$ cat config.mk
export PLATFORM = sky130hd
export DESIGN_NAME = polynomial_add_sub_mult_top
export DESIGN_NICKNAME = d
export VERILOG_FILES = /design/src/rtl/pasm_pkg.sv /design/src/rtl/polynomial_add_sub_mult_top.sv /design/src/rtl/pasm_ram.sv /design/src/rtl/pasm_mac.sv
export SDC_FILE = /design/constraint.sdc
export NUM_CORES = 2
export LEC_CHECK = 0
export BUFFER_PORTS_ARGS = -buffer_cell sky130_fd_sc_hd__buf_2
export CAP_MARGIN = 20
export CORE_ASPECT_RATIO = 2
export CORE_MARGIN = 2
export CORE_UTILIZATION = 46
export CTS_BUF_LIST = sky130_fd_sc_hd__clkbuf_4 sky130_fd_sc_hd__clkbuf_8 sky130_fd_sc_hd__clkbuf_16
export DETAILED_ROUTE_END_ITERATION = 8
export GPL_TIMING_DRIVEN = 0
export MAX_ROUTING_LAYER = met4
export REMOVE_ABC_BUFFERS = 1
export SLEW_MARGIN = 0
export SYNTH_ARGS = -nofsm -noshare
export SYNTH_HDL_FRONTEND = slang
export SYNTH_SLANG_ARGS = --single-unit
export TNS_END_PERCENT = 20
$ cat constraint.sdc
create_clock -name clock -period 6.9 [get_ports clock]
set_clock_uncertainty 0.1 [all_clocks]
set_input_delay 1.035 -clock clock [delete_from_list [all_inputs] [get_ports clock]]
set_output_delay 1.035 -clock clock [all_outputs]
set_load 0.01 [all_outputs]
$ cat src/rtl/pasm_pkg.sv
`default_nettype none

package pasm_pkg;

   localparam int MAX_TERMS_DEF = 16;

   localparam int COEF_IN_W  = 16;
   localparam int COEF_OUT_W = 32;
   localparam int POWER_W    = 5;
   localparam int POW_LIMIT  = 31;
   // wide enough for count_a + count_b at the largest term count
   localparam int N_W        = 7;

   localparam int OUT_DEPTH = 4;
   localparam int OPTR_W    = 2;
   localparam int OCNT_W    = 3;

   localparam logic [1:0] ACT_LOAD_A = 2'd0;
   localparam logic [1:0] ACT_LOAD_B = 2'd1;
   localparam logic [1:0] ACT_RUN    = 2'd2;

   localparam logic [1:0] OP_ADD = 2'd0;
   localparam logic [1:0] OP_SUB = 2'd1;
   localparam logic [1:0] OP_MUL = 2'd2;

   localparam logic [COEF_OUT_W-1:0] COEF_MAX = 32'h7FFF_FFFF;
   localparam logic [COEF_OUT_W-1:0] COEF_MIN = 32'h8000_0000;

   // control that travels with each term read
   typedef struct packed {
      logic               mul;
      logic               sub;
      logic               use_a;
      logic               use_b;
      logic               first;
      logic               last;
      logic               tail;
      logic [POWER_W-1:0] power;
      logic               dropped;
   } tag_type;

   typedef struct packed {
      logic                         dropped;
      logic                         sat;
      logic                         last;
      logic [POWER_W-1:0]           power;
      logic signed [COEF_OUT_W-1:0] coef;
   } rsp_type;

endpackage

`default_nettype wire

$ cat src/rtl/polynomial_add_sub_mult_top.sv
`default_nettype none

// Channel  Dir  tdata                            tuser                             tlast
// req      in   [15:0] coef_in, [17:16] op       [1:0] action                      last_in
// rsp      out  [31:0] coef_out, [36:32] power   [0] saturated, [1] terms_dropped  last_out
//
// A load word writes one entry of the operand memory; a word beyond MAX_TERMS sets terms_dropped.
// A run issues one read per add or subtract coefficient and one read pair (one MAC) per
// product term, through the single read port of each memory; req_tready is low during a run.
// Results pass stage 1 (memory data and tag) and stage 2 into the result buffer.
// A 4-word result buffer absorbs rsp_tready stalls, and each coefficient's last read waits
// for a free credit. Reset is synchronous; operands reset to zero.

module polynomial_add_sub_mult_top #(
   parameter int MAX_TERMS = pasm_pkg::MAX_TERMS_DEF
) (
   input  wire logic        clock,
   input  wire logic        reset,
   input  wire logic        req_tvalid,
   output logic             req_tready,
   input  wire logic [23:0] req_tdata,   // [15:0] coef_in, [17:16] op
   input  wire logic [1:0]  req_tuser,   // [1:0] action
   input  wire logic        req_tlast,
   output logic             rsp_tvalid,
   input  wire logic        rsp_tready,
   output logic [39:0]      rsp_tdata,   // [31:0] coef_out, [36:32] power
   output logic [1:0]       rsp_tuser,   // [0] saturated, [1] terms_dropped
   output logic             rsp_tlast
);

   localparam int AW  = $clog2(MAX_TERMS);
   localparam int CW  = $clog2(MAX_TERMS + 1);
   localparam int NW  = pasm_pkg::N_W;
   localparam int KW  = pasm_pkg::POWER_W;

   localparam logic ST_IDLE = 1'b0;
   localparam logic ST_RUN  = 1'b1;

   logic state_ff, state_in;

   logic [CW-1:0] ca_ff, ca_in;
   logic [CW-1:0] cb_ff, cb_in;
   logic          loading_a_ff, loading_a_in;
   logic          loading_b_ff, loading_b_in;
   logic          zero_a_ff, zero_a_in;
   logic          zero_b_ff, zero_b_in;
   logic          ovf_ff, ovf_in;

   logic          mul_ff, mul_in;
   logic          sub_ff, sub_in;
   logic [KW-1:0] k_ff, k_in;
   logic [KW-1:0] klast_ff, klast_in;
   logic [AW-1:0] i_ff, i_in;
   logic          new_k_ff, new_k_in;

   logic [1:0]                          action;
   logic [1:0]                          op;
   logic [pasm_pkg::COEF_IN_W-1:0]      coef;
   logic                                accept;

   logic          we_a, we_b;
   logic [AW-1:0] waddr_a, waddr_b;
   logic [AW-1:0] raddr_a, raddr_b;
   logic signed [pasm_pkg::COEF_IN_W-1:0] rd_a, rd_b;

   logic [NW-1:0] ca7, cb7, k7, i7, j7, lo7, hi7, cam1, n7;
   logic [AW-1:0] i_cur;
   logic          term_last;
   logic          tail;
   logic          issue;
   logic          credit_ok;
   pasm_pkg::tag_type iss_tag;

   logic              out_valid;
   pasm_pkg::rsp_type out_word;

   assign action     = req_tuser;
   assign op         = req_tdata[17:16];
   assign coef       = req_tdata[15:0];
   assign req_tready = (state_ff == ST_IDLE);
   assign accept     = req_tvalid && req_tready;

   // term window of power k
   always_comb begin
      ca7   = {{(NW-CW){1'b0}}, ca_ff};
      cb7   = {{(NW-CW){1'b0}}, cb_ff};
      k7    = {{(NW-KW){1'b0}}, k_ff};
      lo7   = (k7 >= cb7) ? (k7 - cb7 + NW'(1)) : '0;
      cam1  = ca7 - NW'(1);
      hi7   = (cam1 < k7) ? cam1 : k7;
      i_cur = new_k_ff ? lo7[AW-1:0] : i_ff;
      i7    = {{(NW-AW){1'b0}}, i_cur};
      j7    = k7 - i7;
      term_last = mul_ff ? (i7 == hi7) : 1'b1;
      tail      = term_last && (k_ff == klast_ff);
      issue     = (state_ff == ST_RUN) && (!term_last || credit_ok);
      raddr_a   = mul_ff ? i_cur : k_ff[AW-1:0];
      raddr_b   = mul_ff ? j7[AW-1:0] : k_ff[AW-1:0];

      iss_tag.mul     = mul_ff;
      iss_tag.sub     = sub_ff;
      iss_tag.use_a   = !zero_a_ff && (mul_ff || (k7 < ca7));
      iss_tag.use_b   = !zero_b_ff && (mul_ff || (k7 < cb7));
      iss_tag.first   = new_k_ff;
      iss_tag.last    = term_last;
      iss_tag.tail    = tail;
      iss_tag.power   = k_ff;
      iss_tag.dropped = ovf_ff;
   end

   always_comb begin
      state_in     = state_ff;
      ca_in        = ca_ff;
      cb_in        = cb_ff;
      loading_a_in = loading_a_ff;
      loading_b_in = loading_b_ff;
      zero_a_in    = zero_a_ff;
      zero_b_in    = zero_b_ff;
      ovf_in       = ovf_ff;
      mul_in       = mul_ff;
      sub_in       = sub_ff;
      k_in         = k_ff;
      klast_in     = klast_ff;
      i_in         = i_ff;
      new_k_in     = new_k_ff;
      we_a         = 1'b0;
      we_b         = 1'b0;
      waddr_a      = '0;
      waddr_b      = '0;
      n7           = '0;

      if (accept) begin
         unique case (action)
            pasm_pkg::ACT_LOAD_A: begin
               // a load word on a closed operand starts it over
               if (!loading_a_ff) begin
                  we_a      = 1'b1;
                  ca_in     = CW'(1);
                  zero_a_in = 1'b0;
               end else if (ca_ff < CW'(MAX_TERMS)) begin
                  we_a    = 1'b1;
                  waddr_a = ca_ff[AW-1:0];
                  ca_in   = ca_ff + CW'(1);
               end else begin
                  ovf_in = 1'b1;
               end
               loading_a_in = !req_tlast;
            end
            pasm_pkg::ACT_LOAD_B: begin
               if (!loading_b_ff) begin
                  we_b      = 1'b1;
                  cb_in     = CW'(1);
                  zero_b_in = 1'b0;
               end else if (cb_ff < CW'(MAX_TERMS)) begin
                  we_b    = 1'b1;
                  waddr_b = cb_ff[AW-1:0];
                  cb_in   = cb_ff + CW'(1);
               end else begin
                  ovf_in = 1'b1;
               end
               loading_b_in = !req_tlast;
            end
            pasm_pkg::ACT_RUN: begin
               if (op == pasm_pkg::OP_ADD || op == pasm_pkg::OP_SUB ||
                   op == pasm_pkg::OP_MUL) begin
                  if (op == pasm_pkg::OP_MUL) begin
                     n7 = ca7 + cb7 - NW'(1);
                  end else begin
                     n7 = (ca7 > cb7) ? ca7 : cb7;
                  end
                  if (n7 > NW'(pasm_pkg::POW_LIMIT)) begin
                     n7 = NW'(pasm_pkg::POW_LIMIT);
                  end
                  klast_in     = KW'(n7 - NW'(1));
                  mul_in       = (op == pasm_pkg::OP_MUL);
                  sub_in       = (op == pasm_pkg::OP_SUB);
                  k_in         = '0;
                  new_k_in     = 1'b1;
                  loading_a_in = 1'b0;
                  loading_b_in = 1'b0;
                  state_in     = ST_RUN;
               end
            end
            default: begin
            end
         endcase
      end

      if (issue) begin
         if (term_last) begin
            new_k_in = 1'b1;
            if (tail) begin
               state_in = ST_IDLE;
            end else begin
               k_in = k_ff + KW'(1);
            end
         end else begin
            i_in     = i_cur + AW'(1);
            new_k_in = 1'b0;
         end
      end
   end

   always_ff @(posedge clock) begin
      if (reset) begin
         state_ff     <= ST_IDLE;
         ca_ff        <= CW'(1);
         cb_ff        <= CW'(1);
         loading_a_ff <= 1'b0;
         loading_b_ff <= 1'b0;
         zero_a_ff    <= 1'b1;
         zero_b_ff    <= 1'b1;
         ovf_ff       <= 1'b0;
         new_k_ff     <= 1'b1;
      end else begin
         state_ff     <= state_in;
         ca_ff        <= ca_in;
         cb_ff        <= cb_in;
         loading_a_ff <= loading_a_in;
         loading_b_ff <= loading_b_in;
         zero_a_ff    <= zero_a_in;
         zero_b_ff    <= zero_b_in;
         ovf_ff       <= ovf_in;
         new_k_ff     <= new_k_in;
      end
   end

   always_ff @(posedge clock) begin
      mul_ff   <= mul_in;
      sub_ff   <= sub_in;
      k_ff     <= k_in;
      klast_ff <= klast_in;
      i_ff     <= i_in;
   end

   pasm_ram #(
      .WIDTH (pasm_pkg::COEF_IN_W),
      .DEPTH (MAX_TERMS)
   ) u_ram_a (
      .clock (clock),
      .we    (we_a),
      .waddr (waddr_a),
      .wdata (coef),
      .raddr (raddr_a),
      .rdata (rd_a)
   );

   pasm_ram #(
      .WIDTH (pasm_pkg::COEF_IN_W),
      .DEPTH (MAX_TERMS)
   ) u_ram_b (
      .clock (clock),
      .we    (we_b),
      .waddr (waddr_b),
      .wdata (coef),
      .raddr (raddr_b),
      .rdata (rd_b)
   );

   pasm_mac #(
      .MAX_TERMS (MAX_TERMS)
   ) u_mac (
      .clock     (clock),
      .reset     (reset),
      .iss_valid (issue),
      .iss_tag   (iss_tag),
      .rd_a      (rd_a),
      .rd_b      (rd_b),
      .credit_ok (credit_ok),
      .out_valid (out_valid),
      .out_ready (rsp_tready),
      .out_word  (out_word)
   );

   assign rsp_tvalid = out_valid;
   assign rsp_tdata  = {3'b000, out_word.power, out_word.coef};
   assign rsp_tuser  = {out_word.dropped, out_word.sat};
   assign rsp_tlast  = out_word.last;

`ifndef NO_ASSERTIONS
   a_load_idle: assert property (@(posedge clock) disable iff (reset)
      (we_a || we_b) |-> (state_ff == ST_IDLE))
      else $error("operand written during a run");

   a_count_nonzero: assert property (@(posedge clock) disable iff (reset)
      (ca_ff != '0) && (cb_ff != '0))
      else $error("operand count dropped to zero");

   a_hold_on_stall: assert property (@(posedge clock) disable iff (reset)
      (state_ff == ST_RUN && !issue) |=> ($stable(k_ff) && $stable(new_k_ff)))
      else $error("sequencer advanced while stalled");
`endif

endmodule

`default_nettype wire

$ cat src/rtl/pasm_ram.sv
`default_nettype none

module pasm_ram #(
   parameter int WIDTH = 16,
   parameter int DEPTH = 16
) (
   input  wire logic                     clock,
   input  wire logic                     we,
   input  wire logic [$clog2(DEPTH)-1:0] waddr,
   input  wire logic [WIDTH-1:0]         wdata,
   input  wire logic [$clog2(DEPTH)-1:0] raddr,
   output logic      [WIDTH-1:0]         rdata
);

   logic [WIDTH-1:0] mem_ff [DEPTH];

   always_ff @(posedge clock) begin
      if (we) begin
         mem_ff[waddr] <= wdata;
      end
      rdata <= mem_ff[raddr];
   end

endmodule

`default_nettype wire

$ cat src/rtl/pasm_mac.sv
`default_nettype none

module pasm_mac #(
   parameter int MAX_TERMS = pasm_pkg::MAX_TERMS_DEF
) (
   input  wire logic                                  clock,
   input  wire logic                                  reset,
   input  wire logic                                  iss_valid,
   input  wire pasm_pkg::tag_type                     iss_tag,
   input  wire logic signed [pasm_pkg::COEF_IN_W-1:0] rd_a,
   input  wire logic signed [pasm_pkg::COEF_IN_W-1:0] rd_b,
   output logic                                       credit_ok,
   output logic                                       out_valid,
   input  wire logic                                  out_ready,
   output pasm_pkg::rsp_type                          out_word
);

   localparam int ACC_W = pasm_pkg::COEF_OUT_W + $clog2(MAX_TERMS) + 1;

   // stage 1: memory data arrives with the tag
   logic              s1_valid_ff;
   pasm_pkg::tag_type s1_tag_ff;

   // stage 2: product or scaled sum
   logic                                  s2_valid_ff;
   pasm_pkg::tag_type                     s2_tag_ff;
   logic signed [pasm_pkg::COEF_OUT_W-1:0] s2_term_ff;
   logic signed [pasm_pkg::COEF_OUT_W-1:0] s2_term_in;

   logic signed [ACC_W-1:0] acc_ff;
   logic signed [ACC_W-1:0] acc_sum;

   logic signed [pasm_pkg::COEF_IN_W-1:0]  a_val;
   logic signed [pasm_pkg::COEF_IN_W-1:0]  b_val;
   logic signed [pasm_pkg::COEF_IN_W:0]    sum17;
   logic signed [pasm_pkg::COEF_OUT_W-1:0] prod;

   logic [ACC_W-32:0] upper;
   logic              sat;
   pasm_pkg::rsp_type push_word;
   logic              push;
   logic              pop;

   pasm_pkg::rsp_type            fifo_ff [pasm_pkg::OUT_DEPTH];
   logic [pasm_pkg::OPTR_W-1:0]  wptr_ff, wptr_in;
   logic [pasm_pkg::OPTR_W-1:0]  rptr_ff, rptr_in;
   logic [pasm_pkg::OCNT_W-1:0]  fcnt_ff, fcnt_in;
   logic [pasm_pkg::OCNT_W-1:0]  cred_ff, cred_in;
   logic                         cred_inc;

   always_comb begin
      a_val = s1_tag_ff.use_a ? rd_a : '0;
      b_val = s1_tag_ff.use_b ? rd_b : '0;
      sum17 = s1_tag_ff.sub ? ({a_val[15], a_val} - {b_val[15], b_val})
                            : ({a_val[15], a_val} + {b_val[15], b_val});
      prod  = pasm_pkg::COEF_OUT_W'(a_val) * pasm_pkg::COEF_OUT_W'(b_val);
      if (s1_tag_ff.mul) begin
         s2_term_in = prod;
      end else begin
         // Q8.8 to Q16.16
         s2_term_in = {{7{sum17[16]}}, sum17, 8'h00};
      end
   end

   always_comb begin
      acc_sum = (s2_tag_ff.first ? '0 : acc_ff)
              + {{(ACC_W-pasm_pkg::COEF_OUT_W){s2_term_ff[31]}}, s2_term_ff};
      upper   = acc_sum[ACC_W-1:31];
      sat     = !((&upper) || (~|upper));
      push_word.dropped = s2_tag_ff.dropped;
      push_word.sat     = sat;
      push_word.last    = s2_tag_ff.tail;
      push_word.power   = s2_tag_ff.power;
      if (sat) begin
         push_word.coef = acc_sum[ACC_W-1] ? pasm_pkg::COEF_MIN : pasm_pkg::COEF_MAX;
      end else begin
         push_word.coef = acc_sum[31:0];
      end
      push = s2_valid_ff && s2_tag_ff.last;
   end

   always_comb begin
      out_valid = (fcnt_ff != '0);
      out_word  = fifo_ff[rptr_ff];
      pop       = out_valid && out_ready;
      wptr_in   = push ? wptr_ff + pasm_pkg::OPTR_W'(1) : wptr_ff;
      rptr_in   = pop ? rptr_ff + pasm_pkg::OPTR_W'(1) : rptr_ff;
      fcnt_in   = fcnt_ff + {2'b00, push} - {2'b00, pop};
      // one credit per coefficient issued and not yet taken
      cred_inc  = iss_valid && iss_tag.last;
      cred_in   = cred_ff + {2'b00, cred_inc} - {2'b00, pop};
      credit_ok = (cred_ff != pasm_pkg::OCNT_W'(pasm_pkg::OUT_DEPTH));
   end

   always_ff @(posedge clock) begin
      if (reset) begin
         s1_valid_ff <= 1'b0;
         s2_valid_ff <= 1'b0;
         wptr_ff     <= '0;
         rptr_ff     <= '0;
         fcnt_ff     <= '0;
         cred_ff     <= '0;
      end else begin
         s1_valid_ff <= iss_valid;
         s2_valid_ff <= s1_valid_ff;
         wptr_ff     <= wptr_in;
         rptr_ff     <= rptr_in;
         fcnt_ff     <= fcnt_in;
         cred_ff     <= cred_in;
      end
   end

   always_ff @(posedge clock) begin
      s1_tag_ff  <= iss_tag;
      s2_tag_ff  <= s1_tag_ff;
      s2_term_ff <= s2_term_in;
      if (s2_valid_ff) begin
         acc_ff <= acc_sum;
      end
      if (push) begin
         fifo_ff[wptr_ff] <= push_word;
      end
   end

`ifndef NO_ASSERTIONS
   a_no_push_full: assert property (@(posedge clock) disable iff (reset)
      push |-> (fcnt_ff != pasm_pkg::OCNT_W'(pasm_pkg::OUT_DEPTH)))
      else $error("result pushed into full buffer");

   a_credit_cover: assert property (@(posedge clock) disable iff (reset)
      cred_ff >= fcnt_ff)
      else $error("buffered results exceed issued credits");

   a_credit_gate: assert property (@(posedge clock) disable iff (reset)
      cred_inc |-> credit_ok)
      else $error("coefficient issued without a free credit");
`endif

endmodule

`default_nettype wire
==> impl_metrics.py <==
metrics = {
    "outcome": {
        "status": "finished, final reports clean",
    },
    "sta": {
        "rsz0062_at_grt": "true",
        "finalCritPeriodShare_pct": 98.7,
        "slew_headroom_pct": 30.5,
        "maxSlewViolCount": 0,
        "holdWs_ps": 234,
        "worst_slew_pin_slew_ps": 1020,
        "setup_violations": 0,
        "finalHoldViolCount": 0,
        "max_freq_ghz": 0.147,
        "finalCriticalPeriod_ps": 6810,
    },
    "floorplan": {
        "core-area_um2": 98300,
        "die_x_um": 226,
        "die_area_um2": 102000,
        "ios": 76,
        "rows": 163,
        "start_util_pct": 46.3,
        "die_h_um": 449,
    },
    "clocking": {
        "cts_root_buffer": "clkbuf_16",
        "cts_buffers": 76,
        "cts_sinks": 842,
        "cts_tree": "done",
        "postCtsHoldBufs": 0,
        "worstSkewPairLatency_ps": 670,
        "path_clk_slew_ps": 70,
        "cts_max_level": 3,
        "cts_max_path_buffers": 3,
    },
    "global_route": {
        "grt_start_max_net_pins": 83,
        "grt_usage_pct": 23.1,
        "grt_pass1_vias": 30000,
        "antenna_found_initial": 0,
        "grt_pass1_wl_mm": 172,
        "grt-ovfl-total": 0,
    },
    "setup_path": {
        "r2r_setup_slack_ps": 90,
        "slowest_stage": "or4b_2",
        "worst_ep_required_time_ps": 7360,
        "end_kind": "flip-flop",
        "critPathArrivalTime_ps": 7270,
        "path_common_cell": "fa_1",
        "critPathMaxFanout": 8,
        "worstSetupStartpointType": "flip-flop",
        "slowest_delay_ps": 610,
        "path_class": "reg2reg",
    },
    "placement": {
        "dp_hpwl_mm": 80.2,
        "post_dp_cell_area_um2": 48200,
        "port_buffers": 66,
        "place.gp.congestion": 0.925,
    },
    "synthesis": {
        "seq_area_frac_synth_pct": 52.9,
        "synth_area_um2": 45500,
        "async_reset_ff_share_pct": 0,
        "synth_area_per_cell_um2": 12.4,
        "ys.flop_type": "edfxtp_1",
        "yosys_warnings": 0,
        "synth_edf_count": 720,
        "ys_types": 84,
        "synth_cells": 3669,
        "ys_ff_latch": 842,
    },
    "power": {
        "leakagePower_nw": 20.1,
        "ir_drop_mv": 0.318,
        "power_mw": 15.1,
        "p_per_area_nw_per_um2": 292,
    },
    "flow_run": {
        "drv_cap": 0,
    },
    "routing": {
        "wl_per_cell_um": 21.6,
        "wirelength_mm": 111,
        "drt_iter0_drc": 1613,
        "viasPerCell": 5.44,
        "first_pass_iters": 5,
        "ant_nets": 0,
        "num_vias": 28000,
        "drc_errors": 0,
    },
    "hold_path": {
        "min_path_type": "reg2reg",
    },
    "cells_and_area": {
        "syn2layout_area_growth_pct": 13.4,
        "diodes": 0,
        "final_core_util_pct": 52.5,
        "final_cell_area_um2": 51600,
        "nets": 4247,
        "drive_gt1_share_pct": 14.8,
    },
}
==> cell usage after synthesis, types with 23 or more instances <==
library cell  instances  share of area, %
nand3_1             181               2.0
nor2b_1              66              0.91
fa_1                268                12
inv_1               364               3.0
xnor2_1              78               1.5
o21ai_0              65              0.72
nor3_1               27              0.30
nor4_1               23              0.32
a21bo_1              26              0.57
mux2i_1              26              0.57
clkbuf_1            114              0.94
edfxtp_1            720                48
xor2_1               41              0.79
ha_1                182               5.0
dfxtp_1             122               5.4
nand2_1             482               4.0
nor2_1              252               2.1
a21oi_1             189               2.1
mux4_2              104               5.2
a21o_1               42              0.69
a211oi_1             29              0.48
==> where the power goes <==
| part | internal (mW) | switching (mW) |
|---|---|---|
| combinational | 1.88 | 2.52 |
| clock | 2.53 | 1.91 |
| sequential | 6.01 | 0.221 |
| total | 10.4 | 4.65 |
==> flip-flops by register name (all words and copies together), names as in the netlist, 2 cells and up, named ones only <==
register          count
u_mac.s2_tag_ff       2
klast_ff              5
u_mac.cred_ff         3
u_mac.fcnt_ff         3
u_mac.wptr_ff         2
u_mac.push_word       7
ca_ff                 5
i_ff                  4
u_mac.rptr_ff         2
u_mac.s1_tag_ff      13
u_mac.acc_ff         37
u_ram_b.rdata        16
u_ram_a.mem_ff      256
k_ff                  5
u_ram_b.mem_ff      256
u_ram_a.rdata        16
cb_ff                 5
u_mac.fifo_ff       160
u_mac.s2_term_ff     32
==> what timing repair did <==
item	in CTS	in global routing
gates resized for setup	81	58
gates cloned	0	0
setup buffers	17	18
pin swaps	8	17
setup endpoints to repair	20	10
==> final cells by class <==
cell class,count,area (um^2)
fill,8500,46700
sequential,842,24100
multi-input combinational,2305,20000
clock buffer,95,2080
timing repair buffer,167,1780
tap,1320,1650
inverter,374,1460
clock inverter,40,502
==> metal layers <==
layer	global-route usage, %	up-vias	share of wire [%]
met3	2.64	268	3.3
met1	21.9	14100	34
met5	-	-	0
met4	12.7	0	5.4
met2	44.2	646	57
li1	-	13000	-
==> logic make-up (layout without fill, tap and decap cells) <==
kind of cell | Yosys count | in the layout | share of synthesized area, %
buffers and inverters | 524 | 676 | 4.47
muxes | 132 | 132 | 5.77
other | 1 | 3 | 0.00825
and+or+nand+nor | 1125 | 1125 | 10.9
AOI/OAI and AO/OA | 474 | 474 | 6.74
DFF | 842 | 842 | 52.9
adders and majority gates | 450 | 450 | 16.8
xor gates and xnor gates | 121 | 121 | 2.36
==> stage by stage <==
stage	TNS, ps	setup WS, ps	std cells
2_1_floorplan	-43970	-2600	3521
3_3_place_gp	-201580	-6430	4907
3_5_place_dp	-22710	-1970	4973
4_1_cts	-4.19	-4.19	5125
5_1_grt	-89.8	-35.5	5143
6_report	0	91.7	5143
==> critical path, delay by kind of cell, from the launching register on <==
family                   cells  cell delay (ps)
AO/OA/AOI/OAI                7             1370
adder cells (fa/ha/maj)      7             2970
buffers and inverters        7              700
flip-flops                   1              460
AND/OR/NAND/NOR              4             1080
==> cell usage in the layout (no fill, tap or decap), drive strengths merged, types with 6 or more instances in the layout <==
| cell | netlist | final |
|---|---|---|
| or3 | 10 | 10 |
| a21bo | 28 | 28 |
| and2 | 23 | 23 |
| nor2b | 66 | 66 |
| clkinvlp | 0 | 13 |
| mux2i | 26 | 26 |
| o21a | 13 | 13 |
| nand3 | 181 | 181 |
| clkbuf | 116 | 95 |
| xnor2 | 79 | 79 |
| ha | 182 | 182 |
| fa | 268 | 268 |
| buf | 34 | 167 |
| nor3 | 28 | 28 |
| nand2 | 482 | 482 |
| nor4 | 23 | 23 |
| o31ai | 12 | 12 |
| o21bai | 13 | 13 |
| edfxtp | 720 | 720 |
| nand2b | 22 | 22 |
| xor2 | 42 | 42 |
| inv | 366 | 365 |
| o21ai | 71 | 71 |
| a22oi | 6 | 6 |
| nand4 | 6 | 6 |
| a21o | 42 | 42 |
| bufinv | 0 | 10 |
| dfxtp | 122 | 122 |
| a211oi | 29 | 29 |
| clkinv | 8 | 26 |
| nor2 | 253 | 253 |
| mux4 | 104 | 104 |
| a21oi | 190 | 190 |
| a31oi | 16 | 16 |
| and3 | 18 | 18 |
==> path summary, 6_finish.rpt <==
| path | start | to | cells after the start |
|---|---|---|---|
| worst min register to register | u_mac.s1_tag_ff[7] | u_mac.s2_tag_ff[7] | 0 |
| worst max register to register | u_mac.s1_tag_ff[10] | u_mac.s2_term_ff[31] | 25 |
| worst min-delay path | u_mac.s1_tag_ff[7] | u_mac.s2_tag_ff[7] | 0 |
| worst max-delay path | u_mac.s1_tag_ff[10] | u_mac.s2_term_ff[31] | 25 |
Note: power is estimated with default switching activity, not from simulation.
